[src/rtl/mvm_pkg.sv]
`timescale 1ns / 1ps

package mvm_pkg;

    // default sizes, handed to the top level parameters
    localparam int MAX_ROWS_DEF     = 64;
    localparam int MAX_COLS_DEF     = 64;
    localparam int ELEMENT_BITS_DEF = 16;

    // fixed field widths of the result and configuration channels
    localparam int ROW_INDEX_BITS = 6;
    localparam int DOT_BITS       = 38;
    localparam int CFG_DATA_BITS  = 7;
    localparam int OUT_DATA_BITS  = ((ROW_INDEX_BITS + DOT_BITS + 7) / 8) * 8;

    // configuration register indexes
    typedef enum logic [0:0] {
        REG_ROW_COUNT = 1'b0,
        REG_COL_COUNT = 1'b1
    } cfg_reg_t;

    // per-product control that travels with the data through the pipeline
    typedef struct packed {
        logic                      valid;
        logic                      first_col;
        logic                      last_col;
        logic                      last_row;
        logic [ROW_INDEX_BITS-1:0] row;
    } mvm_ctl_t;

endpackage

[src/rtl/mvm_vec_cell.sv]
`timescale 1ns / 1ps

module mvm_vec_cell #(
    parameter int ELEMENT_BITS = mvm_pkg::ELEMENT_BITS_DEF
) (
    input  logic                           clk,
    input  logic                           load_en,
    input  logic signed [ELEMENT_BITS-1:0] load_data,
    input  logic                           shift_en,
    input  logic                           wrap_sel,
    input  logic signed [ELEMENT_BITS-1:0] neighbor_data,
    input  logic signed [ELEMENT_BITS-1:0] wrap_data,
    output logic signed [ELEMENT_BITS-1:0] value
);

    logic signed [ELEMENT_BITS-1:0] value_reg;
    logic signed [ELEMENT_BITS-1:0] value_next;

    // load from the input stream, or take the value from the next cell down the ring
    always_comb
    begin
        value_next = value_reg;
        if (load_en)
        begin
            value_next = load_data;
        end
        else if (shift_en)
        begin
            value_next = wrap_sel ? wrap_data : neighbor_data;
        end
    end

    always_ff @(posedge clk)
    begin
        value_reg <= value_next;
    end

    assign value = value_reg;

endmodule

[config.mk]
export PLATFORM = sky130hd
export DESIGN_NAME = mvm_vec_cell
export DESIGN_NICKNAME = d
export VERILOG_FILES = /design/src/rtl/mvm_pkg.sv /design/src/rtl/mvm_vec_cell.sv
export SDC_FILE = /design/constraint.sdc
export NUM_CORES = 1
export LEC_CHECK = 0
export ABC_AREA = 1
export BUFFER_PORTS_ARGS = -buffer_cell sky130_fd_sc_hd__buf_2
export CAP_MARGIN = 40
export CORE_UTILIZATION = 35
export CTS_CLUSTER_SIZE = 24
export DETAILED_ROUTE_END_ITERATION = 7
export HOLD_SLACK_MARGIN = 0.1
export PLACE_DENSITY = 0.72
export SYNTH_ARGS = -nofsm -noshare
export SYNTH_HDL_FRONTEND = slang
export SYNTH_SLANG_ARGS = --single-unit
[constraint.sdc]
create_clock -name clk -period 1.02 [get_ports clk]
set_input_delay 0.102 -clock clk [delete_from_list [all_inputs] [get_ports clk]]
set_output_delay 0.102 -clock clk [all_outputs]
set_load 0.01 [all_outputs]
==> flow_summary.yaml <==
outcome:
  outcome: "finished clean"
floorplanning:
  die-area_um2: 3060
  rows: 18
  io_pins: 68
  coreArea_um2: 2570
  fp.dieH_um: 55.3
  start_util_pct: 38.7
  die_w_um: 55.3
cells_and_area:
  drive_gt1_share_pct: 36.1
  layout_commonest_cell: "buf_2"
  nFillCells: 291
  largest_register_ffs: 16
  final_util_pct: 53.5
  most-common-layout-cells: "buf_2 (67), nand2_1 (64), inv_1 (32)"
  regArea_um2: 480
  n_antenna_cell: 0
  finalNetCount: 259
  final_cells: 235
  fin_area_um2: 1370
  area_growth_pct: 38.2
  multiInputGateArea_um2: 327
detailed_routing:
  drtIter0Drc: 31
  wl_per_cell_um: 9.33
  remaining_drc_errors: 0
  drtAntennaViolNets: 0
  viasPerCell: 4.20
  routed_wl_um: 2190
  drt_first_pass_iters: 4
  vias: 988
run:
  cap_viol_max_count: 0
sta:
  holdWs_ns: 0.105
  period_share_pct: 87.4
  setup_tns_ns: 0
  final_max_slew_viol_count: 0
  postLayoutSetupSlackWorst_ns: 0.128
  hold_viol_final: 0
  max_freq_mhz: 1120
  maxSlewHeadroom_pct: 76.4
  rsz0062_at_grt: "no"
  tightest_slew_ns: 0.353
  setup_viol: 0
  final_period_minus_worst_setup_slack_ns: 0.892
worst_setup_path:
  worstSetupPathType: "flop to output port"
  cpMaxStageDelayCell: "edfxtp_1"
  worst_setup_path_start_kind: "flop"
  crit_chain: "buf_2"
  crit_family: "flip-flops"
  required_ns: 0.92
  endpoint_kind: "output port"
  cp_max_fo: 1
  critPathBufInv: 1
  worstPathArrival_ns: 0.79
  critPathMaxStageDelay_ns: 0.37
placed_design:
  dp_worst_setup_slack_ns: 0.0534
  dpl.hpwl_um: 1750
  gp_congestion: 0.739
  port_buffers: 67
  placedInstanceArea_um2: 1320
  dp_cells: 229
clock_network:
  cts_tree: "done"
  cts_sinks: 16
  clockBufferDepth: 2
  cts-root-buf: "clkbuf_4"
  ctsHoldBuffers: 3
  post_cts_buffers: 0
  cts_buffers: 3
  cts_resized: 0
  cts.htree.levels: 1
  clkTransAtPathRegs_ns: 0.08
power_and_ir_drop:
  power.share.switching_pct: 25.6
  p_clk_share_pct: 20.0
  power.leakage_nw: 0.848
  p_switching_mw: 0.389
  sequentialPowerShare_pct: 54.5
  powerDensity_nw_per_um2: 1110
  internal-power_mw: 1.13
  power_mw: 1.52
  p_comb_share_pct: 25.6
  vdd_drop_max_v: 0.000626
grt:
  grt_usage_pct: 15.9
  antenna_found_initial: 0
  gr-total-overflow: 0
  grt_max_degree: 18
  grt_pass1_wl_um: 3880
  grt_pass1_vias: 930
yosys:
  synth_area_um2: 993
  ys_ff_latch: 16
  yosysWarnings: 0
  syn_inst: 137
  yosysUniqueCellTypes: 9
  yosysSeqAreaShare_pct: 48.4
  avgSynthCellArea_um2: 7.25
  synth_fp_nets: 189
worst_hold_path:
  min_from: "load_data[0]"
  hold_path_end: "value[0]"
  hp-class: "input port to flop"
  hold_depth: 3
## metal layers
metal | share of wire, % | vias up | wire [um] | global-route usage, %
li1 | - | 544 | - | -
met1 | 45 | 413 | 976 | 21.6
met2 | 51 | 31 | 1110 | 26.2
met3 | 4.7 | 0 | 103 | 1.87
met4 | 0 | 0 | 0 | 5.36
met5 | 0 | - | 0 | 0
## logic make-up after synthesis
logic type,share of synthesized area (%)
buf+inv,18.8
flops,48.4
simple gates,32.9
## cell usage after synthesis, drive strengths merged
| master | instances | share of area [%] |
|---|---|---|
| buf | 6 | 5.4 |
| edfxtp | 16 | 48 |
| inv | 34 | 13 |
| nand2 | 64 | 24 |
| nand3 | 16 | 8.1 |
| or2 | 1 | 0.63 |
## power by group through the flow
stage	combinational, mW	clock (mW)	sequential [mW]
5_1_grt	0.440	0.339	0.837
3_5_place_dp	0.381	0	0.845
6_report	0.388	0.304	0.828
4_1_cts	0.392	0.306	0.830
3_3_place_gp	0.378	0	0.847
2_1_floorplan	0.160	0	0.892
## worst max path at each step
stage                     startpoint         to  slack, ns  depth (start not counted)
after detailed placement     load_en   value[8]       0.05                          2
final                       value[1]   value[1]       0.13                          1
after global placement       load_en   value[8]       0.06                          2
after floorplan              load_en   value[0]       0.06                          2
after CTS                   value[1]   value[1]       0.12                          1
after global routing       value[10]  value[10]       0.09                          1
## final cells by class
type / instances / share of cell area [%]
sequential: 16 / 35.0
inverter: 34 / 9.66
multi-input combinational: 81 / 23.8
clock buffer: 3 / 1.64
tap: 30 / 2.73
timing repair buffer: 71 / 27.2
No activity file was read; power rests on OpenSTA's default activity.
