`config.mk`:
```
export PLATFORM = sky130hd
export DESIGN_NAME = mvm_mac
export DESIGN_NICKNAME = d
export VERILOG_FILES = /design/src/rtl/mvm_pkg.sv /design/src/rtl/mvm_mac.sv
export SDC_FILE = /design/constraint.sdc
export NUM_CORES = 1
export LEC_CHECK = 0
export BUFFER_PORTS_ARGS = -buffer_cell sky130_fd_sc_hd__buf_2
export CELL_PAD_IN_SITES_DETAIL_PLACEMENT = 2
export CELL_PAD_IN_SITES_GLOBAL_PLACEMENT = 2
export CORE_MARGIN = 3
export CORE_UTILIZATION = 42
export CTS_CLUSTER_DIAMETER = 60
export DETAILED_ROUTE_END_ITERATION = 7
export HOLD_SLACK_MARGIN = 0.02
export PLACE_DENSITY = 0.89
export REMOVE_ABC_BUFFERS = 1
export SYNTH_ARGS = -nofsm -noshare
export SYNTH_HDL_FRONTEND = slang
export SYNTH_SLANG_ARGS = --single-unit
export TNS_END_PERCENT = 100
```
`constraint.sdc`:
```
create_clock -name clk -period 5.4 [get_ports clk]
set_input_delay 0.27 -clock clk [delete_from_list [all_inputs] [get_ports clk]]
set_output_delay 0.27 -clock clk [all_outputs]
set_load 0.02 [all_outputs]
```
`src/rtl/mvm_pkg.sv`:
```
`timescale 1ns / 1ps

package mvm_pkg;

    // default sizes, handed to the top level parameters
    localparam int MAX_ROWS_DEF     = 64;
    localparam int MAX_COLS_DEF     = 64;
    localparam int ELEMENT_BITS_DEF = 16;

    // fixed field widths of the result and configuration channels
    localparam int ROW_INDEX_BITS = 6;
    localparam int DOT_BITS       = 38;
    localparam int CFG_DATA_BITS  = 7;
    localparam int OUT_DATA_BITS  = ((ROW_INDEX_BITS + DOT_BITS + 7) / 8) * 8;

    // configuration register indexes
    typedef enum logic [0:0] {
        REG_ROW_COUNT = 1'b0,
        REG_COL_COUNT = 1'b1
    } cfg_reg_t;

    // per-product control that travels with the data through the pipeline
    typedef struct packed {
        logic                      valid;
        logic                      first_col;
        logic                      last_col;
        logic                      last_row;
        logic [ROW_INDEX_BITS-1:0] row;
    } mvm_ctl_t;

endpackage

```
`src/rtl/mvm_mac.sv`:
```
`timescale 1ns / 1ps

module mvm_mac #(
    parameter int ELEMENT_BITS = mvm_pkg::ELEMENT_BITS_DEF
) (
    input  logic                                   clk,
    input  logic                                   rst_n,
    input  logic                                   stall,
    input  mvm_pkg::mvm_ctl_t                      in_ctl,
    input  logic signed [ELEMENT_BITS-1:0]         mat_data,
    input  logic signed [ELEMENT_BITS-1:0]         vec_data,
    output logic                                   res_valid,
    output logic [mvm_pkg::ROW_INDEX_BITS-1:0]     res_row,
    output logic signed [mvm_pkg::DOT_BITS-1:0]    res_dot,
    output logic                                   res_last
);

    import mvm_pkg::*;

    localparam int PROD_BITS = 2 * ELEMENT_BITS;

    logic signed [PROD_BITS-1:0] prod_full;
    logic signed [DOT_BITS-1:0]  prod_reg;
    mvm_ctl_t                    prod_ctl_reg;
    logic signed [DOT_BITS-1:0]  acc_reg;
    logic signed [DOT_BITS-1:0]  acc_next;
    logic                        res_valid_reg;
    logic [ROW_INDEX_BITS-1:0]   res_row_reg;
    logic signed [DOT_BITS-1:0]  res_dot_reg;
    logic                        res_last_reg;

    // multiply stage
    assign prod_full = mat_data * vec_data;

    always_ff @(posedge clk or negedge rst_n)
    begin
        if (!rst_n)
        begin
            prod_ctl_reg <= '0;
        end
        else if (!stall)
        begin
            prod_ctl_reg <= in_ctl;
        end
    end

    always_ff @(posedge clk)
    begin
        if (!stall)
        begin
            prod_reg <= DOT_BITS'(prod_full);
        end
    end

    // accumulate stage, restarts on the first column of a row
    assign acc_next = prod_ctl_reg.first_col ? prod_reg : acc_reg + prod_reg;

    always_ff @(posedge clk)
    begin
        if (!stall && prod_ctl_reg.valid)
        begin
            acc_reg <= acc_next;
        end
    end

    // result register, loaded on the last column of a row
    always_ff @(posedge clk or negedge rst_n)
    begin
        if (!rst_n)
        begin
            res_valid_reg <= 1'b0;
        end
        else if (!stall)
        begin
            res_valid_reg <= prod_ctl_reg.valid && prod_ctl_reg.last_col;
        end
    end

    always_ff @(posedge clk)
    begin
        if (!stall && prod_ctl_reg.valid && prod_ctl_reg.last_col)
        begin
            res_row_reg  <= prod_ctl_reg.row;
            res_dot_reg  <= acc_next;
            res_last_reg <= prod_ctl_reg.last_row;
        end
    end

    assign res_valid = res_valid_reg;
    assign res_row   = res_row_reg;
    assign res_dot   = res_dot_reg;
    assign res_last  = res_last_reg;

endmodule

```
==> results of run 1 <==
## kinds of logic (layout without fill, tap and decap cells)
group,after synthesis,after routing,share of synthesized area [%]
mux,13,13,0.902
compound gates,216,216,8.95
buf+inv,343,612,8.07
xor+xnor,58,58,3.19
flops,126,126,23.4
simple gates,424,424,13.1
other cells,0,2,0
fa+ha+maj,382,382,42.4
## final timing paths
| check | end | slack [ns] | cells after the start |
|---|---|---|---|
| max in group asynchronous | prod_ctl_reg[8] | 4.92 | 2 |
| worst max register to register | acc_reg[26] | 0.72 | 12 |
| worst max-delay path | prod_reg[30] | -1.82 | 19 |
| min in group asynchronous | prod_ctl_reg[6] | 0.26 | 2 |
| worst min-delay path | prod_ctl_reg[3] | 0.08 | 2 |
| worst min register to register | res_row[5] | 0.45 | 0 |
## worst max-delay path: stages
cell and delay [ns]:
buf_6 0.13, and2_1 0.22, fa_1 0.60, inv_1 0.12, fa_2 0.60, fa_2 0.49, fa_1 0.91, inv_1 0.40
fa_2 0.64, fa_1 0.45, ha_1 0.39, nand4_1 0.18, nor2_2 0.07, o31a_1 0.33, o21a_2 0.26, o311a_4 0.37
o41ai_4 0.32, or4b_1 0.52, o211ai_1 0.18
## area by class of cell
cell class              instances  area share, %
inverters                     297           5.66
well taps                     504           3.17
clock inverters                 9          0.277
diodes                          2         0.0251
multi-input cells            1093           58.2
flip-flops and latches        126           18.7
clock buffers                  23           2.62
repair buffers                283           11.3
## metal layers
layer / wire length, µm / vias up
met4: 13300 / 14
li1: - / 5512
met5: 250 / -
met2: 43500 / 1629
met1: 31000 / 7710
met3: 12600 / 859
## stage by stage
| step | setup TNS, ns | util, % | worst slack [ns] |
|---|---|---|---|
| after floorplan | -1.95 | - | -0.642 |
| after global placement | -7.59 | 48.7 | -0.873 |
| after detailed placement | -15.73 | 48.7 | -1.40 |
| after CTS | -4.15 | 51.8 | -0.657 |
| after global routing | -23.61 | 53.7 | -1.83 |
| final | -23.71 | 53.7 | -1.82 |
## layout by cell type, fill, tap and decap left out, types with 31 or more instances in the layout
cell type / instances
ha_1: 105
buf_4: 167
o21ai_0: 49
and2_1: 108
fa_2: 36
fa_1: 227
nand2_1: 169
xnor2_1: 39
a21o_1: 31
inv_2: 33
edfxtp_1: 115
nor2_1: 34
buf_6: 41
a21oi_1: 38
inv_1: 260
buf_2: 61
## timing repair
action / CTS / global route
hold endpoints to repair: 11 / 0
pin swaps: 52 / 86
gates resized for setup: 135 / 164
endpoints found under the setup margin: 18 / 20
hold buffers: 1 / 0
setup buffers: 15 / 26
==> metrics.txt, run 1 <==
critical path arrival=7.46 ns; Synth top area share=33.0%; failing checks=negative setup slack; Final Non-Filler Cells=2337; WL per Instance=43.1 µm; DR pass1 iterations=7; min setup slack post-route=-1.82 ns; Seq. cell area=3730 µm²; post-synthesis cell count=1562; Post-synth EDFFs=115; first-pass GRT wire length=120 mm; initial core utilization=43.0%; Port Buffer Count=90; DIE WIDTH=201 µm; layout cells sized above 1=27.9%; Yosys top cell by area=fa_1; Max Fanout on Critical Path=10; synth top area cells=fa_1, edfxtp_1, ha_1; die area=40300 µm²; Worst Setup End Kind=flip-flop; post-detail-place hpwl=50.2 mm; Final nets=2245; Routed Antenna Nets=0; critical path startpoint=vec_data[4]; Max Freq=138 MHz; routing usage on met3=9.68%; Main synth FF type=edfxtp_1; top-count cell post-synth=inv_1; endpoints failing hold=0; DRC viols=0; largest net degree at the start of global routing=49; area of the mapped netlist=15900 µm²; clock latency on the worst-skew pair=0.45 ns; clock sinks=126; Synth Warn #=0; CTS tree=built; core area=37000 µm²; vias per std cell=6.73; placed insts=2266; setup violators final=22; filler instances=3729; initial antenna violation count=6; status=finished with violations; I/O pin count=91; Avg Inst Size Synth=10.2 µm²; CTS buffer count=17; iteration-0 DRC count of the detailed router=1902; final RePlAce weighted congestion=0.877; Worst Min Path Start=in_ctl[3]; multi-input logic area=11600 µm²; DR vias=15724; Seq/Total Area, Yosys=23.4%; Worst Path Required=5.64 ns; Remaining Overflow, GRT=0; worst hold margin=0.0789 ns; CTS clk-pin slew, worst paths=0.06 ns; Startpoint Class=primary input; Max Cap Viol=0; Placed Area=18000 µm²; Rows=70; CP Class=primary input to flip-flop; relative slew slack=19.5%; met1 Use GR=42.2%; measured slew at the worst slew-check pin=1.21 ns; gr busiest metal=met2; Yosys cell types=63; Tot GR Track Use=40.9%; Post-synth ARST share=8.73%; worst min-delay path category=primary input to flip-flop; RSZ-0062 raised after global routing=yes; Longest Clk Path Bufs=2; CTS Root Cell=clkbuf_16; fin crit share=134%; Yosys reg bits=126; Post-Route WL=101 mm; vias in the first global route=16935; die height=201 µm; grt met2 use=70.2%; final instance area=19900 µm²; Crit Reg-Reg Startpoint=prod_reg[0]; final critical-path required period=7.22 ns; Layout area overhead=24.8%; Slew Limit Fails=0; H-tree levels=4; Fin Clk Skew=0.0260 ns; Commonest cells post-synth=inv_1, fa_1, nand2_1, and2_1, ha_1
Power of run 1 is not shown: default switching activity piles up to over one toggle a cycle in this logic, so the estimate is an artifact.
==> inputs of run 2 (changes only) <==
ABC_AREA = 1   (was not set)
CORE_UTILIZATION = 39   (was 42)
==> metrics.txt, run 2 <==
Seq. cell area=3730 µm²; DIE WIDTH=220 µm; CTS clk-pin slew, worst paths=0.06 ns; Layout area overhead=16.9%; CTS Root Cell=clkbuf_16; min setup slack post-route=-0.237 ns; core area=44700 µm²; Post-synth ARST share=8.73%; filler instances=5016; worst min-delay path category=primary input to flip-flop; DR vias=16427; largest net degree at the start of global routing=46; antenna cells=0; fin crit share=104%; Yosys top cell by area=fa_1; critical path arrival=5.82 ns; Synth Warn #=0; Worst Setup End Kind=flip-flop; post-detail-place hpwl=60.8 mm; met1 Use GR=32.8%; Routed Antenna Nets=0; Tot GR Track Use=31.4%; fin util=46.6%; H-tree levels=4; CTS buffer count=17; status=finished with violations; Rows=77; Worst Path Required=5.58 ns; Longest Clk Path Bufs=2; vias in the first global route=19298; worst hold margin=0.0389 ns; Max Freq=177 MHz; DR pass1 iterations=5; grt met2 use=61.9%; Remaining Overflow, GRT=0; RSZ-0062 raised after global routing=yes; first-pass GRT wire length=114 mm; measured slew at the worst slew-check pin=1.04 ns; final critical-path required period=5.64 ns; Yosys cell types=39; I/O pin count=91; commonest non-fill, non-tap cells in the layout=nand2_1, inv_1, fa_1; CP Class=primary input to flip-flop; gr busiest metal=met2; final instance area=20800 µm²; Seq/Total Area, Yosys=20.9%; Slew Limit Fails=0; failing checks=negative setup slack; Port Buffer Count=90; Avg Inst Size Synth=7.96 µm²; Synth top area share=29.6%; clock sinks=126; final RePlAce weighted congestion=0.907; Yosys reg bits=126; synth top area cells=fa_1, edfxtp_1, nand2_1; endpoints failing hold=0; Placed Area=19800 µm²; relative slew slack=30.6%; vias per std cell=5.44; Max Cap Viol=0; TNS Setup=-1.58 ns; routing usage on met3=3.81%; Commonest cells post-synth=nand2_1, inv_1, fa_1, ha_1, edfxtp_1; post-synthesis cell count=2236; CTS tree=built; DRC viols=0; top-count cell post-synth=nand2_1; die height=220 µm; initial antenna violation count=0; Main synth FF type=edfxtp_1; layout cells sized above 1=17.4%; iteration-0 DRC count of the detailed router=1002; WL per Instance=27.5 µm; clock latency on the worst-skew pair=0.44 ns; Fin Clk Skew=0.0171 ns; die area=48300 µm²; Max Fanout on Critical Path=4; Final nets=2844; Startpoint Class=primary input; setup violators final=14; multi-input logic area=12000 µm²; most common cell after layout, fill and taps aside=nand2_1; initial core utilization=39.8%; Post-Route WL=83.2 mm; Post-synth EDFFs=115; area of the mapped netlist=17800 µm²
[run 2: changes by cell type in the layout (fill, tap and decap cells not counted), moves of 17 or more]
cell and delta:
and2_1 -108, nor2_1 +46, buf_4 -35, nand2_1 +489, buf_6 -34, fa_2 -27
o21ai_0 -33, nand3_1 +56, and2_4 -17, inv_1 +286, xnor2_1 -25, fa_1 +27
nor2_2 +28, a21o_1 -26
[run 2: routing by layer]
metal,vias to the layer above,part of all wire [%]
li1,6987,-
met1,8450,35
met2,635,54
met3,355,3.6
met4,0,7.5
met5,-,0
[run 2: final timing paths]
| path | from | end | slack (ns) | cells after the start |
|---|---|---|---|---|
| max | vec_data[15] | prod_reg[31] | -0.24 | 23 |
| min | in_ctl[6] | prod_ctl_reg[6] | 0.04 | 3 |
| max reg2reg | prod_reg[0] | res_dot[28] | 2.53 | 15 |
| min reg2reg | prod_ctl_reg[4] | res_row[4] | 0.46 | 0 |
| max in group asynchronous | rst_n | prod_ctl_reg[9] | 4.89 | 2 |
| min in group asynchronous | rst_n | prod_ctl_reg[1] | 0.27 | 2 |
[run 2: kinds of logic (layout without fill, tap and decap cells)]
group                    count (synthesis)  count (layout)  synth area share [%]
flip-flops                             126             126                  20.9
AND/OR/NAND/NOR                        930             930                  21.7
adder cells (fa/ha/maj)                382             382                  37.9
XOR/XNOR                                36              36                  1.77
buffers and inverters                  636             830                  13.5
AO/OA/AOI/OAI                          126             126                  4.22
[run 2: area by class of cell]
class	count	area share, %
well taps	592	3.56
clock inverters	15	0.535
repair buffers	230	7.87
inverters	568	10.3
clock buffers	17	2.04
multi-input cells	1474	57.8
flip-flops and latches	126	17.9
[run 2: timing repair]
item                                    in CTS  in global routing
resized for setup                           31                 99
hold buffers                                 1                  0
endpoints found under the setup margin      12                 17
gates cloned                                 0                  0
pin swaps                                    3                 26
buffers inserted                             0                  5
endpoints found under the hold margin       11                  0
[run 2: worst max-delay path: stages]
cell and delay [ns]:
buf_2 0.10, clkinvlp_4 0.13, buf_4 0.18, or2_2 0.28, fa_1 0.47, fa_1 0.51, inv_1 0.06, fa_1 0.47
fa_1 0.51, fa_1 0.51, inv_1 0.07, fa_1 0.52, inv_2 0.09, ha_4 0.34, nand2_1 0.15, inv_2 0.15
nand2_2 0.17, nor3_2 0.27, nand2_1 0.11, o211ai_1 0.16, inv_1 0.12, nand2_1 0.09, nand2_1 0.07
[run 2: stage by stage]
stage / cells / setup WS, ns
6_report: 3022 / -0.237
5_1_grt: 3022 / -0.349
4_1_cts: 3017 / 0.00102
3_5_place_dp: 2984 / -0.707
3_3_place_gp: 2984 / -0.308
2_1_floorplan: 2168 / 0.187
Power of run 2 is left out for the same reason.
==> inputs of run 3 (changes only) <==
GPL_TIMING_DRIVEN = 0   (was not set)
PLACE_DENSITY = 0.91   (was 0.89)
==> metrics.txt, run 3 (synthesized netlist as in run 2, its figures left out) <==
Slew Limit Fails=0; Final nets=2725; Max Fanout on Critical Path=16; Rows=77; relative slew slack=32.1%; final instance area=20000 µm²; DR pass1 iterations=5; Remaining Overflow, GRT=0; Top delay family on crit path=adder cells; Worst path most repeated cell=nand2_1; clock latency on the worst-skew pair=0.46 ns; iteration-0 DRC count of the detailed router=980; DRC viols=0; Max stage delay cell, worst path=fa_2; Port Buffer Count=90; status=finished with violations; final critical-path required period=5.46 ns; Worst Path Required=5.61 ns; critical path, cell by cell=buf_6, nand2_1, inv_1, fa_2, fa_2, buf_4, fa_1, inv_1, fa_1, inv_1, fa_1, fa_1, ha_4, buf_4, nand2_1, nor2_1, a211oi_2, o21ai_2, nor2_2, nand2_1, nand2_1, nand2_1; vias per std cell=5.42; RSZ-0062 raised after global routing=yes; Worst Hold End=prod_ctl_reg[0]; CTS tree=built; die area=48300 µm²; worst stage delay on the critical path=0.64 ns; CTS Root Cell=clkbuf_16; DR vias=15748; initial antenna violation count=1; die height=220 µm; commonest non-fill, non-tap cells in the layout=nand2_1, inv_1, fa_1; DIE WIDTH=220 µm; Bufs and invs on worst path=6; final RePlAce weighted congestion=0.897; Final Non-Filler Cells=2903; clock sinks=126; CP Class=primary input to flip-flop; R2R cell count=15; Worst Setup End Kind=flip-flop; worst min-delay path category=primary input to flip-flop; measured slew at the worst slew-check pin=1.02 ns; Layout area overhead=12.6%; H-tree levels=4; Tot GR Track Use=31.3%; CTS clk-pin slew, worst paths=0.09 ns; Post-Route WL=75.8 mm; core area=44700 µm²; placed insts=2851; Critical R2R Capture=res_dot[26]; largest net degree at the start of global routing=46; Startpoint Class=primary input; Longest Clk Path Bufs=2; Routed Antenna Nets=0; vias in the first global route=19143; critical path arrival=5.66 ns; min setup slack post-route=-0.0577 ns; setup violators final=3; reg-to-reg slack, setup=2.50 ns; Fin Clk Skew=0.0252 ns; Max Cap Viol=0; failing checks=negative setup slack; fin crit share=101%; CTS buffer count=17; first-pass GRT wire length=113 mm; post-detail-place hpwl=58.4 mm; Max Freq=183 MHz; Worst Min Path Start=in_ctl[0]; layout cells sized above 1=12.8%; I/O pin count=91; WL per Instance=26.1 µm; endpoints failing hold=0; most common cell after layout, fill and taps aside=nand2_1; Worst Hold Depth=3; TNS Setup=-0.0952 ns; initial core utilization=39.8%; Crit Reg-Reg Startpoint=prod_reg[0]; Placed Area=18800 µm²; antenna cells=0
run 3: tightest hold or removal path: stages:
cell and delay [ns]:
buf_2 0.08, nand2_1 0.05, nand2_1 0.07
run 3: stage by stage:
step           hold slack [ns]  worst slack [ns]  utilization [%]
2_1_floorplan          -0.0256             0.187                -
3_3_place_gp             0.154            -0.838             41.9
3_5_place_dp             0.181             -1.20             42.0
4_1_cts                 0.0207           0.00288             44.0
5_1_grt                 0.0408            -0.138             44.8
6_report                0.0312           -0.0577             44.8
run 3: timing repair:
action / CTS / global route
setup endpoints to repair: 15 / 15
endpoints found under the hold margin: 13 / 0
hold buffers: 3 / 0
setup buffers: 9 / 7
resized for setup: 63 / 81
pin swaps: 6 / 16
gates cloned: 0 / 0
run 3: worst max path at each step:
| stage | startpoint | end | cells after the start |
|---|---|---|---|
| after global placement | vec_data[1] | prod_reg[31] | 19 |
| after floorplan | mat_data[15] | prod_reg[30] | 19 |
| after detailed placement | vec_data[1] | prod_reg[31] | 21 |
| final | vec_data[3] | prod_reg[30] | 22 |
| after global routing | vec_data[3] | prod_reg[31] | 22 |
| after CTS | vec_data[2] | prod_reg[31] | 21 |
run 3: area by class of cell:
type | count | area [µm²]
clock buffers | 17 | 425
clock inverters | 15 | 183
fillers | 5053 | 24700
inverters | 568 | 2140
multi-input cells | 1474 | 12000
flip-flops and latches | 126 | 3730
well taps | 592 | 741
repair buffers | 111 | 811
run 3: layer usage:
layer | up-vias | part of all wire, % | track usage [%] | wire length [µm]
li1 | 6745 | - | - | -
met1 | 8151 | 36 | 32.3 | 27200
met2 | 558 | 55 | 60.8 | 41400
met3 | 292 | 3.2 | 3.86 | 2460
met4 | 2 | 6.3 | 17.5 | 4790
met5 | - | 0.017 | 0 | 13
Power of run 3 is left out for the same reason.
